$ cat src/sv/cpr_pkg.sv
`default_nettype none
package cpr_pkg;

  localparam int NUM_FRAMES  = 64;
  localparam int HAND_W      = $clog2(NUM_FRAMES);
  localparam int OFFSET_BITS = 11;
  localparam int ADDR_W      = 32;
  localparam int PAGE_W      = 21;
  localparam int CNT_W       = 32;
  localparam int CFG_W       = 7;

  typedef enum logic [1:0] {
    KIND_FETCH  = 2'd0,
    KIND_LOAD   = 2'd1,
    KIND_STORE  = 2'd2,
    KIND_MODIFY = 2'd3
  } cpr_kind_t;

  // Broadcast command from the controller to every frame cell
  typedef struct packed {
    logic [PAGE_W-1:0] page;
    logic              writes;
    logic              look;
    logic              fill;
    logic              step;
    logic              restart;
    logic [HAND_W-1:0] fill_idx;
    logic [CFG_W-1:0]  n_act;
  } cpr_cmd_t;

  // Status one cell reports back to the controller
  typedef struct packed {
    logic              match;
    logic              pass;
    logic              wrap;
    logic              beyond;
    logic              victim;
    logic              dirty_sel;
    logic [PAGE_W-1:0] page_sel;
  } cpr_stat_t;

endpackage
`default_nettype wire

$ cat src/sv/cpr_cell.sv
`default_nettype none
module cpr_cell (
  input  wire logic                      clk,
  input  wire logic                      rst_n,
  input  wire logic [cpr_pkg::HAND_W-1:0] cell_idx,
  input  wire cpr_pkg::cpr_cmd_t          cmd,
  input  wire logic                      tok_in,
  output cpr_pkg::cpr_stat_t              stat
);

  logic [cpr_pkg::PAGE_W-1:0] page_r, page_nxt;
  logic valid_r, valid_nxt;
  logic ref_r, ref_nxt;
  logic dirty_r, dirty_nxt;
  logic tok_r, tok_nxt;
  logic match, active, last, fill_me, first;

  // Compare against the broadcast page and place this frame in the active range
  assign match   = valid_r && (page_r == cmd.page);
  assign active  = {1'b0, cell_idx} < cmd.n_act;
  assign last    = {1'b0, cell_idx} == (cmd.n_act - cpr_pkg::CFG_W'(1));
  assign fill_me = cmd.fill && (cell_idx == cmd.fill_idx);
  assign first   = (cell_idx == '0);

  // Report status; the hand token holder drives its page onto the OR bus
  always_comb begin
    stat.match     = match;
    stat.pass      = tok_r & ~last;
    stat.wrap      = tok_r & last;
    stat.beyond    = tok_r & ~active;
    stat.victim    = tok_r & ~ref_r;
    stat.dirty_sel = tok_r & dirty_r;
    stat.page_sel  = tok_r ? page_r : '0;
  end

  // Update the frame: mark on hit, fill, sweep step, hand restart
  always_comb begin
    page_nxt  = page_r;
    valid_nxt = valid_r;
    ref_nxt   = ref_r;
    dirty_nxt = dirty_r;
    tok_nxt   = tok_r;
    if (cmd.look && match) begin
      ref_nxt = 1'b1;
      if (cmd.writes) begin
        dirty_nxt = 1'b1;
      end
    end
    if (fill_me) begin
      page_nxt  = cmd.page;
      valid_nxt = 1'b1;
      ref_nxt   = 1'b1;
      dirty_nxt = cmd.writes;
    end
    if (cmd.restart) begin
      tok_nxt = first;
    end
    if (cmd.step) begin
      tok_nxt = tok_in;
      if (tok_r) begin
        if (ref_r) begin
          ref_nxt = 1'b0;
        end else begin
          page_nxt  = cmd.page;
          valid_nxt = 1'b1;
          ref_nxt   = 1'b1;
          dirty_nxt = cmd.writes;
        end
      end
    end
  end

  always_ff @(posedge clk) begin
    if (!rst_n) begin
      valid_r <= 1'b0;
      ref_r   <= 1'b0;
      dirty_r <= 1'b0;
      tok_r   <= first;
    end else begin
      valid_r <= valid_nxt;
      ref_r   <= ref_nxt;
      dirty_r <= dirty_nxt;
      tok_r   <= tok_nxt;
    end
  end

  // Page number needs no reset; it is read only once the frame is valid
  always_ff @(posedge clk) begin
    page_r <= page_nxt;
  end

endmodule
`default_nettype wire

$ cat config.mk
export PLATFORM = sky130hd
export DESIGN_NAME = cpr_cell
export DESIGN_NICKNAME = d
export VERILOG_FILES = /design/src/sv/cpr_pkg.sv /design/src/sv/cpr_cell.sv
export SDC_FILE = /design/constraint.sdc
export NUM_CORES = 1
export LEC_CHECK = 0
export BUFFER_PORTS_ARGS = -buffer_cell sky130_fd_sc_hd__buf_2
export CAP_MARGIN = 30
export CORE_ASPECT_RATIO = 1.75
export CORE_UTILIZATION = 43
export CTS_CLUSTER_DIAMETER = 200
export DETAILED_ROUTE_END_ITERATION = 8
export PLACE_DENSITY = 0.77
export RECOVER_POWER = 25
export SETUP_SLACK_MARGIN = 0.4
export SKIP_CTS_REPAIR_TIMING = 1
export SLEW_MARGIN = 20
export SYNTH_ARGS = -nofsm -noshare
export SYNTH_HDL_FRONTEND = slang
export SYNTH_SLANG_ARGS = --single-unit
$ cat constraint.sdc
create_clock -name clk -period 1.5 [get_ports clk]
set_input_delay 0.15 -clock clk [delete_from_list [all_inputs] [get_ports clk]]
set_output_delay 0.15 -clock clk [all_outputs]
set_load 0.02 [all_outputs]
==> results of run 1 <==
[logic make-up after synthesis]
family,after synthesis,share of synthesized area (%)
simple gates,60,20.59
xor+xnor,32,16.41
flops,25,29.89
compound gates,23,9.670
mux,22,14.51
buf+inv,14,3.809
fa+ha+maj,7,5.128
[per-layer routing]
| layer | global-route usage, % | wire length (microns) |
|---|---|---|
| met3 | 1.792 | 147 |
| met4 | 6.753 | 75 |
| met2 | 42.75 | 3187 |
| met1 | 19.17 | 1798 |
| met5 | 0 | 0 |
[final cells by class]
class | count | area (sq um) | area share, %
clock buffer | 4 | 45.04 | 1.589
sequential | 25 | 511.7 | 18.05
inverter | 7 | 41.29 | 1.456
multi-input combinational | 144 | 1369 | 48.28
tap | 48 | 60.06 | 2.118
timing repair buffer | 97 | 808.3 | 28.51
[final timing paths]
| check | start | to | slack, ps | depth (start not counted) |
|---|---|---|---|---|
| setup / recovery | cmd[1] | stat[24] | -260 | 8 |
| hold reg to reg | valid_r | valid_r | 480 | 1 |
| setup reg to reg | tok_r | page_r[13] | 20 | 5 |
| hold / removal | cmd[20] | page_r[2] | 130 | 2 |
[registers in the layout, summed over array words and instances (netlist names)]
signal,cells
page_r,21
dirty_r,1
ref_r,1
valid_r,1
tok_r,1
[stage by stage]
step	cell area [sq um]	worst slack [ps]
2_1_floorplan	1907	19.91
4_1_cts	2452	-302.7
3_5_place_dp	2407	-296.5
3_3_place_gp	2407	-254.0
6_report	2835	-262.5
5_1_grt	2835	-309.8
[cells in the final DEF, fill, tap and decap left out, types with 3 or more instances in the layout]
cell type,n
buf_2,42
buf_6,31
xnor2_1,26
dfxtp_1,23
mux2_4,22
and2_4,20
buf_4,16
nand4_1,6
nor2_1,6
inv_1,5
nand2_1,5
o21ai_0,5
ha_1,5
xor2_1,4
buf_12,4
or3_4,3
a21oi_1,3
o21a_1,3
clkbuf_8,3
[critical path: stages]
cell and delay [ps]:
buf_12 110, buf_6 110, nor3_4 180, xnor2_1 110, or3_4 370, a211oi_2 250
and3_4 220, buf_6 110
[where the power goes]
| part | internal, mW | total, mW | switching, mW |
|---|---|---|---|
| sequential | 0.862 | 1.05 | 0.187 |
| combinational | 0.758 | 1.22 | 0.459 |
| clock | 0.190 | 0.402 | 0.212 |
==> reports/results.tsv, run 1 <==
metric	value	unit
grt_pass1_vias	1690	
tns	-839.9	ps
die_height	85.37	microns
antenna_found_initial	0	
track_usage	20.34	%
clock_latency	260	ps
port_buffers	74	
crit_required	1350	ps
avgSynthCellArea	9.333	sq um
vias	1706	
cp-end-kind	output port	
layout.nets	333	
synth_top_area_share	28.13	%
synthFlopType	dfxtp_1	
critPathLaunchType	input pin	
cts_made_buffers	3	
die-area	0.004238	sq mm
final_hold_viol_count	0	
ant_nets	0	
clkSinkCount	25	
min_period	1763	ps
grt_pass1_wl	6.831	mm
hold_ws	131.3	ps
crit_type	in -> out	
synthTopCellsByCount	xnor2_1, dfxtp_1, and2_1, mux2_1	
critPathMaxFanout	4	
core	0.003829	sq mm
netlist_area	0.001708	sq mm
antennaDiodeCount	0	
ios	75	
clk_pin_slew	90	ps
max_cap_viol_count	0	
dpl.hpwl	3.436	mm
wl_per_cell	16.03	microns
root_buffer	clkbuf_8	
drt-total-wl	5.209	mm
drc	0	
drive_gt1_share	58.84	%
std_cell_rows	30	
fillers	258	
synthCells	183	
violations	negative setup slack	
area_growth	66.01	%
max_slew.worst_pin.slew	472.3	ps
setup_viol_count_final	4	
ys_ff_latch	25	
status	finished with violations	
finalWeightedCongestion	0.7244	
overflow	0	
viasPerCell	5.249	
final_max_slew_viol_count	0	
yosysMostFrequentCell	xnor2_1	
powerDensity	941.0	mW/mm^2
leakage	1.272	nW
final.period_utilization	117.5	%
worstPathArrival	1610	ps
irDropWorstVdd	0.5857	mV
ctsHtreeMaxLevel	1	
min_path_type	in -> reg	
utilization	74.05	%
ys_warn_count	0	
clockBufferDepth	2	
slew_headroom	67.70	%
firstDrtPassIters	4	
fin_cells	325	
start_util	44.61	%
dp_cells	315	
grt_max_degree	28	
die_w	49.64	microns
fmax	567.4	MHz
ys_async_sr_fraction	0	%
yosysSeqAreaShare	29.89	%
total_power	2.668	mW
ys_types	40	
tritoncts	built	
synth_nets	238	
dr.first_iter.drc_count	37	
rsz0062_at_grt	yes	
synth-edff-count	1	
fin_skew	2.711	ps
yosysTopAreaCell	dfxtp_1	
fin_ws	-262.5	ps
synthTopCellsByArea	dfxtp_1, mux2_1, xnor2_1	
Note: power is estimated with default switching activity, not from simulation.
==> run 2: changes to the inputs <==
--- a/config.mk
+++ b/config.mk
@@ -11,6 +11,7 @@
 export CORE_UTILIZATION = 43
 export CTS_CLUSTER_DIAMETER = 200
 export DETAILED_ROUTE_END_ITERATION = 8
+export MAX_ROUTING_LAYER = met4
 export PLACE_DENSITY = 0.77
 export RECOVER_POWER = 25
 export SETUP_SLACK_MARGIN = 0.4
==> reports/results.tsv, run 2 (synthesis results as in run 1) <==
metric	value	unit
status	finished with violations	
fin_skew	1.801	ps
drt-total-wl	5.100	mm
regMostFlops	page_r	
final_common_cell	buf_2	
crit_top_cell	buf_6	
final.period_utilization	117.9	%
max_slew.worst_pin.slew	469.3	ps
grt_util_met1	19.17	%
largest_register_ffs	21	
ant_nets	0	
std_cell_rows	30	
core	0.003829	sq mm
final_max_slew_viol_count	0	
layout.nets	333	
ctsHtreeMaxLevel	1	
track_usage	20.94	%
finalWeightedCongestion	0.7331	
use_met3	1.792	%
root_buffer	clkbuf_8	
cts_made_buffers	3	
drive_gt1_share	58.84	%
overflow	0	
drc	0	
worstPathArrival	1620	ps
irDropWorstVdd	0.5824	mV
min_path_cells	2	
viasPerCell	5.268	
crit_required	1350	ps
fillers	254	
crit_type	in -> out	
dr.first_iter.drc_count	8	
total_power	2.665	mW
slowest_stage	or3_4	
path_delay_family	simple AND/OR/NAND/NOR gates	
crit_buf_inv	3	
final_hold_viol_count	0	
clockBufferDepth	2	
port_buffers	74	
critPathLaunchType	input pin	
powerDensity	940.0	mW/mm^2
busiest_layer	met2	
postLayoutCellArea	0.002835	sq mm
ios	75	
grt_pass1_vias	1692	
violations	negative setup slack	
clock_latency	260	ps
cp_slowest_stage_delay	370	ps
firstDrtPassIters	4	
final_cell_mix	buf_2, buf_6, xnor2_1	
r2r-end	page_r[5]	
reg2reg_from	tok_r	
r2r_slack	20	ps
min_period	1768	ps
hold_start	cmd[20]	
critPathMaxFanout	4	
antenna_found_initial	0	
hold_ws	128.9	ps
reg2reg_depth	5	
setup_viol_count_final	4	
die-area	0.004238	sq mm
startpoint	cmd[1]	
clkSinkCount	25	
area_growth	66.01	%
cp-end-kind	output port	
die_w	49.64	microns
holdPathEnd	page_r[2]	
die_height	85.37	microns
antennaDiodeCount	0	
dpl.hpwl	3.436	mm
fin_ws	-268.2	ps
dp_cells	315	
cp_cell_sequence	buf_12 > buf_6 > nor3_4 > xnor2_1 > or3_4 > a211oi_2 > and3_4 > buf_6	
rsz0062_at_grt	yes	
grt_max_degree	28	
fin_cells	325	
use_met2	42.75	%
tritoncts	built	
start_util	44.61	%
leakage	1.272	nW
min_path_type	in -> reg	
grt_pass1_wl	6.831	mm
clk_pin_slew	90	ps
fmax	565.6	MHz
max_cap_viol_count	0	
tns	-755.9	ps
postPlaceCellArea	0.002407	sq mm
vias	1712	
wl_per_cell	15.69	microns
slew_headroom	67.91	%
run 2: area by class of cell:
type                            instances  area [sq um]  area share (%)
Multi-Input combinational cell        144          1369           48.28
Timing Repair Buffer                   97         808.3           28.51
Sequential cell                        25         511.7           18.05
Tap cell                               48         60.06           2.118
Clock buffer                            4         45.04           1.589
Inverter                                7         41.29           1.456
run 2: where the power goes:
| group | switching (mW) | internal (mW) |
|---|---|---|
| Clock | 0.216 | 0.190 |
| Combinational | 0.451 | 0.757 |
| Sequential | 0.190 | 0.862 |
| Total | 0.856 | 1.81 |
run 2: worst register-to-register path: stages (launching register included):
cell and delay, ps:
edfxtp_1 410, nand2_1 80, o22ai_1 260, buf_12 170, buf_12 140, mux2_4 310
run 2: worst max-delay path by stage:
| stage | depth (start not counted) | endpoint |
|---|---|---|
| floorplan | 5 | stat[24] |
| global placement | 8 | stat[24] |
| detailed placement | 8 | stat[24] |
| CTS | 8 | stat[24] |
| global route | 8 | stat[24] |
| finish | 8 | stat[24] |
run 2: per-layer routing:
layer / up-vias / part of all wire, %
met3: 8 / 2.6
met2: 58 / 60
met5: - / 0
li1: 826 / -
met1: 820 / 35
met4: 0 / 2.0
run 2: stage by stage:
step / utilization (%) / worst slack [ps]
5_1_grt: 74.05 / -309.8
3_5_place_dp: 62.88 / -296.5
4_1_cts: 64.05 / -302.7
6_report: 74.05 / -268.2
3_3_place_gp: 62.88 / -254.0
2_1_floorplan: - / 19.91
